$ cat src/sv/cdq_pkg.sv
// Package: shared types, codes and constants for the circular deque.
`timescale 1ns / 1ps
package cdq_pkg;

    localparam int VAL_W         = 32;
    localparam int KIND_W        = 3;
    localparam int CAP_W         = 5;
    localparam int CAP_RESET     = 16;
    localparam int DEPTH_DEFAULT = 16;

    localparam logic signed [VAL_W-1:0] EMPTY_VALUE = -VAL_W'(1);

    typedef enum logic [KIND_W-1:0] {
        KIND_INS_FRONT = 3'd0,
        KIND_INS_REAR  = 3'd1,
        KIND_DEL_FRONT = 3'd2,
        KIND_DEL_REAR  = 3'd3,
        KIND_PEEK      = 3'd4
    } kind_t;

    typedef enum logic [1:0] {
        ST_IDLE,
        ST_READ,
        ST_RESP
    } state_t;

    typedef struct packed {
        logic [KIND_W-1:0]       kind;
        logic signed [VAL_W-1:0] value;
    } req_t;

    typedef struct packed {
        logic                    ok;
        logic signed [VAL_W-1:0] front_value;
        logic signed [VAL_W-1:0] rear_value;
        logic                    is_empty;
        logic                    is_full;
    } res_t;

endpackage

$ cat src/sv/cdq_store.sv
// Ring store: one write port and two registered read ports.
`timescale 1ns / 1ps
module cdq_store #(
    parameter int DEPTH = cdq_pkg::DEPTH_DEFAULT,
    parameter int IDX_W = (DEPTH > 1) ? $clog2(DEPTH) : 1
) (
    input  logic                             clk,
    input  logic                             we,
    input  logic [IDX_W-1:0]                 waddr,
    input  logic signed [cdq_pkg::VAL_W-1:0] wdata,
    input  logic                             re,
    input  logic [IDX_W-1:0]                 raddr_front,
    input  logic [IDX_W-1:0]                 raddr_rear,
    output logic signed [cdq_pkg::VAL_W-1:0] rdata_front,
    output logic signed [cdq_pkg::VAL_W-1:0] rdata_rear
);
    import cdq_pkg::*;

    logic signed [VAL_W-1:0] mem [DEPTH];

    always_ff @(posedge clk)
    begin
        if (we)
        begin
            mem[waddr] <= wdata;
        end
    end

    always_ff @(posedge clk)
    begin
        if (re)
        begin
            rdata_front <= mem[raddr_front];
            rdata_rear  <= mem[raddr_rear];
        end
    end

endmodule

$ cat src/sv/cdq_ctrl.sv
// Control: capacity register, ring pointers, operation decode and result assembly.
`timescale 1ns / 1ps
module cdq_ctrl #(
    parameter int DEPTH = cdq_pkg::DEPTH_DEFAULT,
    parameter int IDX_W = (DEPTH > 1) ? $clog2(DEPTH) : 1
) (
    input  logic                             clk,
    input  logic                             rst_n,
    input  logic                             start,
    output logic                             busy,
    input  cdq_pkg::req_t                    req,
    output logic                             done,
    output cdq_pkg::res_t                    result,
    input  logic                             cfg_valid,
    output logic                             cfg_ready,
    input  logic [cdq_pkg::CAP_W-1:0]        cfg_data,
    output logic                             mem_we,
    output logic [IDX_W-1:0]                 mem_waddr,
    output logic signed [cdq_pkg::VAL_W-1:0] mem_wdata,
    output logic                             mem_re,
    output logic [IDX_W-1:0]                 mem_raddr_front,
    output logic [IDX_W-1:0]                 mem_raddr_rear,
    input  logic signed [cdq_pkg::VAL_W-1:0] mem_rdata_front,
    input  logic signed [cdq_pkg::VAL_W-1:0] mem_rdata_rear
);
    import cdq_pkg::*;

    localparam int CNT_W     = $clog2(DEPTH + 1);
    localparam int CAP_INIT  = (CAP_RESET > DEPTH) ? DEPTH : CAP_RESET;

    state_t            state_reg, state_next;
    logic [CNT_W-1:0]  cap_reg, cap_next;
    logic [IDX_W-1:0]  head_reg, head_next;
    logic [IDX_W-1:0]  tail_reg, tail_next;
    logic              empty_reg, empty_next;
    logic              ok_reg, ok_next;

    logic              accept;
    logic              cfg_write;
    logic              full_now;
    logic [CNT_W-1:0]  tail_plus;
    logic [CNT_W-1:0]  head_plus;
    logic [IDX_W-1:0]  tail_inc;
    logic [IDX_W-1:0]  head_inc;
    logic [IDX_W-1:0]  tail_dec;
    logic [IDX_W-1:0]  head_dec;
    logic [CNT_W-1:0]  cap_eff;

    // wrapped neighbors of the current pointers
    assign tail_plus = CNT_W'(tail_reg) + CNT_W'(1);
    assign head_plus = CNT_W'(head_reg) + CNT_W'(1);
    assign tail_inc  = (tail_plus >= cap_reg) ? '0 : IDX_W'(tail_plus);
    assign head_inc  = (head_plus >= cap_reg) ? '0 : IDX_W'(head_plus);
    assign tail_dec  = (tail_reg == '0) ? IDX_W'(cap_reg - CNT_W'(1)) : tail_reg - IDX_W'(1);
    assign head_dec  = (head_reg == '0) ? IDX_W'(cap_reg - CNT_W'(1)) : head_reg - IDX_W'(1);
    assign full_now  = !empty_reg && (tail_inc == head_reg);

    // clamp the requested capacity into 1..DEPTH
    always_comb
    begin
        priority if (cfg_data == '0)
        begin
            cap_eff = CNT_W'(1);
        end
        else if (32'(cfg_data) > DEPTH)
        begin
            cap_eff = CNT_W'(DEPTH);
        end
        else
        begin
            cap_eff = CNT_W'(cfg_data);
        end
    end

    assign busy      = (state_reg == ST_READ);
    assign accept    = start && !busy;
    assign cfg_ready = (state_reg == ST_IDLE) && !start;
    assign cfg_write = cfg_valid && cfg_ready;

    always_ff @(posedge clk or negedge rst_n)
    begin
        if (!rst_n)
        begin
            state_reg <= ST_IDLE;
            cap_reg   <= CNT_W'(CAP_INIT);
            head_reg  <= '0;
            tail_reg  <= '0;
            empty_reg <= 1'b1;
            ok_reg    <= 1'b0;
        end
        else
        begin
            state_reg <= state_next;
            cap_reg   <= cap_next;
            head_reg  <= head_next;
            tail_reg  <= tail_next;
            empty_reg <= empty_next;
            ok_reg    <= ok_next;
        end
    end

    always_comb
    begin
        state_next = state_reg;
        cap_next   = cap_reg;
        head_next  = head_reg;
        tail_next  = tail_reg;
        empty_next = empty_reg;
        ok_next    = ok_reg;
        mem_we     = 1'b0;
        mem_waddr  = head_reg;
        mem_wdata  = req.value;

        unique case (state_reg)
            ST_IDLE, ST_RESP:
            begin
                state_next = accept ? ST_READ : ST_IDLE;
            end
            ST_READ:
            begin
                state_next = ST_RESP;
            end
            default:
            begin
                state_next = ST_IDLE;
            end
        endcase

        if (cfg_write)
        begin
            // a capacity change empties the deque
            cap_next   = cap_eff;
            head_next  = '0;
            tail_next  = '0;
            empty_next = 1'b1;
        end
        else if (accept)
        begin
            ok_next = 1'b0;
            unique case (req.kind)
                KIND_INS_FRONT, KIND_INS_REAR:
                begin
                    if (!full_now)
                    begin
                        ok_next = 1'b1;
                        mem_we  = 1'b1;
                        if (empty_reg)
                        begin
                            head_next  = '0;
                            tail_next  = '0;
                            empty_next = 1'b0;
                            mem_waddr  = '0;
                        end
                        else if (req.kind == KIND_INS_FRONT)
                        begin
                            head_next = head_dec;
                            mem_waddr = head_dec;
                        end
                        else
                        begin
                            tail_next = tail_inc;
                            mem_waddr = tail_inc;
                        end
                    end
                end
                KIND_DEL_FRONT, KIND_DEL_REAR:
                begin
                    if (!empty_reg)
                    begin
                        ok_next = 1'b1;
                        if (head_reg == tail_reg)
                        begin
                            // last entry gone: rewind both pointers
                            head_next  = '0;
                            tail_next  = '0;
                            empty_next = 1'b1;
                        end
                        else if (req.kind == KIND_DEL_FRONT)
                        begin
                            head_next = head_inc;
                        end
                        else
                        begin
                            tail_next = tail_dec;
                        end
                    end
                end
                KIND_PEEK:
                begin
                    ok_next = 1'b1;
                end
                default:
                begin
                    ok_next = 1'b0;
                end
            endcase
        end
    end

    // read both ends once the pointers have settled
    assign mem_re          = (state_reg == ST_READ);
    assign mem_raddr_front = head_reg;
    assign mem_raddr_rear  = tail_reg;

    assign done               = (state_reg == ST_RESP);
    assign result.ok          = ok_reg;
    assign result.front_value = empty_reg ? EMPTY_VALUE : mem_rdata_front;
    assign result.rear_value  = empty_reg ? EMPTY_VALUE : mem_rdata_rear;
    assign result.is_empty    = empty_reg;
    assign result.is_full     = full_now;

endmodule

$ cat src/sv/circular_deque.sv
// Top level: double-ended queue over a ring store with a configurable capacity.
// Sequence: the accepting edge updates the pointers, then ST_READ registers the store read;
//   done is high in ST_RESP, when the registered store data is valid.
// A new request is taken in the result cycle (ST_RESP) but not during the store read (busy);
//   each pointer update is followed by a store read before the next request is taken.
// Reset: pointers zero, deque empty, capacity 16 (clamped to DEPTH); store contents undefined.
// Results appear for one cycle on done; the receiver cannot stall.
`timescale 1ns / 1ps
module circular_deque #(
    parameter int DEPTH = cdq_pkg::DEPTH_DEFAULT
) (
    input  logic                      clk,
    input  logic                      rst_n,
    input  logic                      start,
    output logic                      busy,
    input  cdq_pkg::req_t             req,
    output logic                      done,
    output cdq_pkg::res_t             result,
    input  logic                      cfg_valid,
    output logic                      cfg_ready,
    input  logic [cdq_pkg::CAP_W-1:0] cfg_data
);
    import cdq_pkg::*;

    localparam int IDX_W = (DEPTH > 1) ? $clog2(DEPTH) : 1;

    logic                    mem_we;
    logic [IDX_W-1:0]        mem_waddr;
    logic signed [VAL_W-1:0] mem_wdata;
    logic                    mem_re;
    logic [IDX_W-1:0]        mem_raddr_front;
    logic [IDX_W-1:0]        mem_raddr_rear;
    logic signed [VAL_W-1:0] mem_rdata_front;
    logic signed [VAL_W-1:0] mem_rdata_rear;

    cdq_ctrl #(
        .DEPTH (DEPTH),
        .IDX_W (IDX_W)
    ) u_ctrl (
        .clk             (clk),
        .rst_n           (rst_n),
        .start           (start),
        .busy            (busy),
        .req             (req),
        .done            (done),
        .result          (result),
        .cfg_valid       (cfg_valid),
        .cfg_ready       (cfg_ready),
        .cfg_data        (cfg_data),
        .mem_we          (mem_we),
        .mem_waddr       (mem_waddr),
        .mem_wdata       (mem_wdata),
        .mem_re          (mem_re),
        .mem_raddr_front (mem_raddr_front),
        .mem_raddr_rear  (mem_raddr_rear),
        .mem_rdata_front (mem_rdata_front),
        .mem_rdata_rear  (mem_rdata_rear)
    );

    cdq_store #(
        .DEPTH (DEPTH),
        .IDX_W (IDX_W)
    ) u_store (
        .clk         (clk),
        .we          (mem_we),
        .waddr       (mem_waddr),
        .wdata       (mem_wdata),
        .re          (mem_re),
        .raddr_front (mem_raddr_front),
        .raddr_rear  (mem_raddr_rear),
        .rdata_front (mem_rdata_front),
        .rdata_rear  (mem_rdata_rear)
    );

    a_accept_goes_busy: assert property (@(posedge clk) disable iff (!rst_n)
        start && !busy |=> busy)
        else $error("accepted request did not enter the read cycle");

    a_busy_then_done: assert property (@(posedge clk) disable iff (!rst_n)
        busy |=> done)
        else $error("read cycle not followed by a result");

    a_done_after_busy: assert property (@(posedge clk) disable iff (!rst_n)
        done |-> $past(busy))
        else $error("result without a preceding read cycle");

    a_empty_not_full: assert property (@(posedge clk) disable iff (!rst_n)
        done && result.is_empty |-> !result.is_full)
        else $error("deque reported empty and full at once");

endmodule

$ cat config.mk
export PLATFORM = sky130hd
export DESIGN_NAME = circular_deque
export DESIGN_NICKNAME = d
export VERILOG_FILES = /design/src/sv/cdq_pkg.sv /design/src/sv/cdq_store.sv /design/src/sv/cdq_ctrl.sv /design/src/sv/circular_deque.sv
export SDC_FILE = /design/constraint.sdc
export NUM_CORES = 1
export LEC_CHECK = 0
export BUFFER_PORTS_ARGS = -buffer_cell sky130_fd_sc_hd__buf_4
export CORE_UTILIZATION = 48
export CTS_CLUSTER_DIAMETER = 30
export DETAILED_ROUTE_END_ITERATION = 16
export GPL_ROUTABILITY_DRIVEN = 0
export HOLD_SLACK_MARGIN = 0.02
export PLACE_DENSITY = 0.76
export SYNTH_ARGS = -nofsm -noshare
export SYNTH_HDL_FRONTEND = slang
export SYNTH_SLANG_ARGS = --single-unit
export TNS_END_PERCENT = 30
$ cat constraint.sdc
create_clock -name clk -period 12.85 [get_ports clk]
set_input_delay 2.57 -clock clk [delete_from_list [all_inputs] [get_ports clk]]
set_output_delay 2.57 -clock clk [all_outputs]
set_load 0.1 [all_outputs]
==> metrics.txt, run 1 <==
final antenna-violating net count=0; DP HPWL=about 36 mm; CP Class=reg2out; die width=approximately 240 um; final-layout fill cell count=approximately 4,000; clock root cell=clkbuf_16; final setup fails=0; crit end category=output pin; Sw Share=0.273; max_cap viols=0; CTS tree=done; Flop pwr share=0.345; post-synthesis compound-gate area fraction=0.0216; PD cells=around 200 nW/um^2; mux cell area share after synthesis=0.266; synth top area cells=edfxtp_1, mux4_2, or2_2; Logic pwr share=0.210; total iterations of the first detailed-routing run=8; #FFs+latches synth=a little under 600; cell taking the most area after synthesis=edfxtp_1; area fraction of the dominant cell type after synthesis=0.633; number of antenna violations at the first check in global routing=1; dominant synthesized flop cell=edfxtp_1; sequential fraction of the synthesis area=0.649; Max Transition Viols Final=0; layout cells sized above 1=0.494; final WL=a little under 70 mm; Die Y=241 um; gr ovfl total=0; placed cell areas=about 29,000 sq um; Hold Slack=just under 0.5 ns; Critical Path RT=a little over 10 ns; Setup Buffers After CTS=0; die area=approximately 58,000 sq um; Largest regs=u_store.mem (512), u_store.rdata_front (32), u_store.rdata_rear (32); Post-Syn Instances=around 1,300; register area=17,700 sq um; DRC=0; CP Launch Type=flip-flop; Inst Count DP=2,097; crit-path max FO=50; Clock Skew=0.0337 ns; Tightest Pin Transition=about 1.2 ns; Iteration-0 DRC Markers=1,429; Worst Slack Setup Final=roughly 5.4 ns; Synth Area in XOR/XNOR=0.00394; Finished Layout Cells=between 2,000 and 2,500; Cell Rows=just under 90; Post-Syn Area=roughly 27,000 sq um; total of cells resized after clock tree synthesis=0; final net count=between 1,500 and 2,000; setup slack at placement=between 6 and 7 ns; Yosys warnings=0; unrepaired setup endpoints after global routing=no; Starting Density=0.485; status=complete, no violations; global-route wire length before repair=between 100 and 150 mm; CTS Hold Bufs=0; core area=about 56,000 sq um; largest family of logic cells by synthesized area=multiplexers; Reg clk slew, reported paths=approximately 0.040 ns; Int Pwr=about 4.8 mW; largest net degree at the start of global routing=80; IO Pins=about 110; share of power burned in the clock network=0.445; synth unique cells=between 60 and 70; Num CTS Buffers=107; Tot Pwr=6.58 mW; PortBufs=around 110; simple-gate share of the synthesized area=0.0347; Final Util=0.583; final critical-path required period=approximately 7.5 ns; Syn Area/Cell=21.2 sq um; type of the tightest min-delay check=reg2reg; multi-input logic area=~9000 sq um; total track usage=0.243; fmax=0.134 GHz; setup TNS=0 ns; WL per Instance=between 20 and 30 um; area delta synth->final=20.1%; switching power=between 1.5 and 2 mW; Worst-Skew Late Latency=around 0.66 ns; max_slew headroom=0.177; Post-Synth Adder-Cell Area=0.00687; vias per std cell=between 6 and 7; Biggest register=u_store.mem; static leakage=10.4 nW; Peak VDD IR=0.134 mV; Synthesized Nets=around 1,300; CTS sink cnt=~590; Final Hold Fails=0; CP arrival=between 4 and 5 ns; vias in the first global route=15,800; Post-synth EDFFs=about 580; Synth async-reset ratio=0.0287; CTS max path bufs=3; via total after detailed routing=roughly 15,000; htree depth=3; max reg flops=between 500 and 600; Final period util=0.580; design area=between 30,000 and 40,000 sq um
[routing by layer]
layer  vias up  wire length, um  part of all wire  track usage
met1      7847            25600              0.38        0.318
met4         0             2220             0.033       0.0946
met5         -                0                 0            0
met2       761            35000              0.52        0.402
li1       5933                -                 -            -
met3       163             4900             0.072       0.0508
[path summary, 6_finish.rpt]
kind	cells after the start	slack, ns	start	endpoint
setup / recovery	10	5.40	u_ctrl.mem_raddr_rear[0]	result[0]
hold / removal	1	0.49	u_ctrl.state_reg[0]	u_ctrl.state_reg[0]
setup reg to reg	12	6.92	u_ctrl.mem_raddr_rear[0]	u_store.mem[8][25]
hold reg to reg	1	0.49	u_ctrl.state_reg[0]	u_ctrl.state_reg[0]
max in group asynchronous	1	10.78	rst_n	u_ctrl.empty_reg
min in group asynchronous	1	1.80	rst_n	u_ctrl.cap_reg[0]
[cell families (layout without fill, tap and decap cells)]
| family | count (synthesis) | after routing |
|---|---|---|
| DFF | 593 | 593 |
| muxes | 325 | 325 |
| and+or+nand+nor | 165 | 165 |
| buffers and inverters | 108 | 359 |
| AOI/OAI and AO/OA | 75 | 75 |
| adders and majority gates | 15 | 15 |
| xor gates and xnor gates | 8 | 8 |
| other | 0 | 1 |
[power by group through the flow]
stage,clock (mW),combinational [mW],sequential (mW)
2_1_floorplan,0,1.10,2.26
3_3_place_gp,0,1.37,2.31
3_5_place_dp,0,1.38,2.31
4_1_cts,2.95,1.40,2.27
5_1_grt,3.04,1.46,2.28
6_report,2.93,1.38,2.27
[cells in the mapped netlist, types with 3 or more instances]
master / count
a211oi_1: 6
a21o_1: 3
a21oi_1: 14
a22oi_1: 5
a31oi_1: 4
and2_1: 3
buf_1: 10
buf_2: 31
buf_4: 12
clkbuf_1: 38
dfrtp_1: 15
edfxtp_1: 576
ha_1: 15
inv_1: 15
mux2i_1: 4
mux4_2: 320
nand2_1: 21
nand2b_1: 5
nand3_1: 7
nand3_2: 5
nand3b_1: 3
nor2_1: 29
nor2b_1: 6
nor3_1: 6
nor3_2: 3
o21ai_0: 10
or2_2: 65
xnor2_1: 4
[final cells by class]
cell class | count | area share
Clock buffer | 120 | 0.0844
Sequential cell | 593 | 0.541
Timing Repair Buffer | 144 | 0.0330
Clock inverter | 79 | 0.0299
Tap cell | 756 | 0.0288
Inverter | 16 | 0.00183
Multi-Input combinational cell | 588 | 0.281
Antenna cell | 1 | 0.0000763
[layout by cell type, fill, tap and decap left out, drive strengths merged, types with 4 or more instances in the layout]
master,synthesis,final
or2,65,65
dfrtp,15,15
xor2,4,4
nor2,31,31
nand2b,5,5
clkinv,0,36
xnor2,4,4
a21oi,15,15
inv,16,27
buf,54,144
mux2i,4,4
a22oi,5,5
nor2b,6,6
nor3,9,9
ha,15,15
mux4,320,320
o21ai,13,13
nand3,13,13
nand2,21,21
bufinv,0,20
a211oi,8,8
edfxtp,576,576
clkbuf,38,120
a31oi,4,4
clkinvlp,0,12
[critical path, stage by stage (launching register included)]
cell and delay [ns]:
dfrtp_4 0.91, buf_4 0.88, inv_1 0.13, ha_1 0.44
ha_1 0.22, a21oi_1 0.20, o21ai_2 0.16, a21o_1 0.26
o32a_2 0.43, nor2_2 0.19, buf_4 0.32
Power figures use the tool's default switching activity.
==> run 2: changes to the inputs <==
clock period = 6.88 ns   (was 12.85 ns; I/O delays follow)
==> run 2 against run 1 <==
  * Power grew 85%
  * Critical path type unchanged
  * Clock power grew 82%
  * Design area shrank 0.11%
  * Combinational power grew 83%
  * Via count grew 0.84%
  * Largest cell class unchanged
==> metrics.txt, run 2 (synthesis results as in run 1) <==
Inst Count DP=2,095 (-0.095%); total of cells resized after clock tree synthesis=0 (unchanged); Hold Slack=0.490 ns (-0.00181 ns); Worst Slack Setup Final=1.48 ns (-3.92 ns); Final period util=0.785; Final Hold Fails=0 (unchanged); multi-input logic area=9220 sq um (unchanged); max_cap viols=0 (unchanged); clock root cell=clkbuf_16; crit-path max FO=41 (-18%); R2R cell count=11 (-1); commonest non-fill, non-tap cell in the layout=edfxtp_1; Biggest register=u_store.mem; Clock Skew=0.0264 ns (-0.00730 ns); DRC=0 (unchanged); die width=241 um (unchanged); Tightest Pin Transition=0.973 ns (-0.258 ns); final antenna-violating net count=0 (unchanged); crit end category=output pin; CP arrival=4.02 ns (-0.86 ns); total track usage=0.249 (+0.00583); register area=17,700 sq um (unchanged); type of the tightest min-delay check=reg2reg; switching power=3.44 mW (+91%); CTS max path bufs=3 (unchanged); core area=56,300 sq um (unchanged); Setup Buffers After CTS=0 (unchanged); largest net degree at the start of global routing=101 (+26%); fmax=0.185 GHz; die area=57,900 sq um (unchanged); CP Launch Type=flip-flop; unrepaired setup endpoints after global routing=no; crit path to=result[0]; htree depth=3 (unchanged); PD cells=371 nW/um^2 (+85%); setup TNS=0 ns (unchanged); static leakage=10.3 nW (-0.37%); global-route wire length before repair=103 mm (+1.7%); status=complete, no violations; final-layout fill cell count=3,987 (+0.10%); CTS Hold Bufs=0 (unchanged); Flop pwr share=0.355 (+0.010); Tot Pwr=12.2 mW (+85%); Int Pwr=8.72 mW (+82%); final WL=69.4 mm (+2.6%); Worst-Skew Late Latency=0.65 ns (about the same); total iterations of the first detailed-routing run=7 (-1); final net count=1,507 (-0.13%); design area=32,800 sq um (-0.11%); setup slack at placement=1.87 ns (-4.24 ns); slowest cell on the critical path=dfrtp_4; crit path from=u_ctrl.mem_raddr_rear[0]; via total after detailed routing=14,800 (+0.84%); max reg flops=512 (unchanged); Iteration-0 DRC Markers=1,721 (+20%); RR Startpoint=u_ctrl.mem_raddr_rear[0]; CP Class=reg2out; max_slew headroom=0.350 (+0.173); most used cell, CP=ha_1; CTS sink cnt=593 (unchanged); Reg2Reg Capture Point=u_store.mem[11][17]; final critical-path required period=5.40 ns; Peak VDD IR=0.272 mV (+100%); Num CTS Buffers=107 (unchanged); slowest cell delay on critical path=0.93 ns (+0.02 ns); share of power burned in the clock network=0.438 (-0.007); WL per Instance=30.2 um (+2.6%); vias in the first global route=15,800 (-0.12%); critical path depth=9 (-1); cell breakdown of the critical path=ha_1, xor2_4, ha_1, a21oi_1, o21ai_2, a21o_1, o32a_2, nor2_2, buf_4; Logic pwr share=0.207 (-0.003); layout cells sized above 1=0.497 (+0.00292); CP delay by family, top=compound AO/OA/AOI/OAI gates; Critical Path RT=5.50 ns (-4.78 ns); Sw Share=0.283 (+0.00913); CTS tree=done; Bufs and invs on worst path=1 (-2); DP HPWL=38.8 mm (+8.6%); Starting Density=0.485 (unchanged); Reg clk slew, reported paths=0.05 ns (about the same); Cell Rows=87 (unchanged); Finished Layout Cells=2,297 (unchanged); area delta synth->final=20.0%; Final Util=0.582 (-0.000667); vias per std cell=6.45 (+0.84%); Register-to-Register Setup Slack=1.80 ns (-5.12 ns); most frequent cells in the layout=edfxtp_1, mux4_2, buf_4; final setup fails=0 (unchanged); gr ovfl total=0 (unchanged); Die Y=241 um (unchanged); Max Transition Viols Final=0 (unchanged); placed cell areas=29,100 sq um (about the same); Largest regs=u_store.mem (512), u_store.rdata_front (32), u_store.rdata_rear (32); IO Pins=114 (unchanged); number of antenna violations at the first check in global routing=4 (+3); PortBufs=113 (unchanged)
[run 2: changes by cell type in the layout (fill, tap and decap cells not counted), moves of 2 or more]
cell        delta
buf_12         +2
buf_4          -4
bufinv_16      -7
clkbuf_1       -8
clkinv_1       +3
clkinv_2       -5
clkinv_4       +5
clkinv_8       +2
clkinvlp_4     +2
inv_6          +5
inv_8          +3
[run 2: worst min-delay path by stage]
stage	from	to	slack, ns	cells past startpoint
4_1_cts	u_ctrl.state_reg[0]	u_ctrl.state_reg[0]	0.49	1
2_1_floorplan	u_ctrl.state_reg[0]	u_ctrl.state_reg[0]	0.44	1
3_5_place_dp	u_ctrl.state_reg[0]	u_ctrl.state_reg[0]	0.47	1
5_1_grt	u_ctrl.state_reg[0]	u_ctrl.state_reg[0]	0.51	1
3_3_place_gp	u_ctrl.state_reg[0]	u_ctrl.state_reg[0]	0.47	1
6_report	u_ctrl.state_reg[0]	u_ctrl.state_reg[0]	0.49	1
[run 2: metal layers]
| layer | part of all wire | track usage | vias to the layer above | wire (um) |
|---|---|---|---|---|
| li1 | - | - | 5940 | - |
| met1 | 0.37 | 0.319 | 7855 | 25800 |
| met2 | 0.52 | 0.417 | 849 | 35800 |
| met3 | 0.078 | 0.0548 | 179 | 5420 |
| met4 | 0.034 | 0.0942 | 4 | 2330 |
| met5 | 0.00032 | 0 | - | 22 |
[run 2: power by group through the flow]
stage	sequential [mW]	combinational, mW	clock [mW]
3_3_place_gp	4.37	2.49	0
4_1_cts	4.31	2.54	5.38
6_report	4.31	2.52	5.33
3_5_place_dp	4.38	2.51	0
2_1_floorplan	4.22	2.06	0
5_1_grt	4.33	2.66	5.53
[run 2: worst register-to-register path, cell delays in order (launching register included)]
cell	delay (ns)
dfrtp_4	0.93
ha_1	0.43
xor2_4	0.24
ha_1	0.28
a21oi_1	0.18
o21ai_2	0.14
a21o_1	0.25
o221a_2	0.29
a211oi_4	0.47
nand3_2	0.30
nor2_4	0.82
buf_4	0.40
[run 2: area by class of cell]
class | instances | share of cell area
flip-flops and latches | 593 | 0.542
multi-input cells | 588 | 0.281
clock buffers | 113 | 0.0844
repair buffers | 142 | 0.0333
well taps | 756 | 0.0289
clock inverters | 87 | 0.0286
inverters | 16 | 0.00183
diodes | 2 | 0.000153
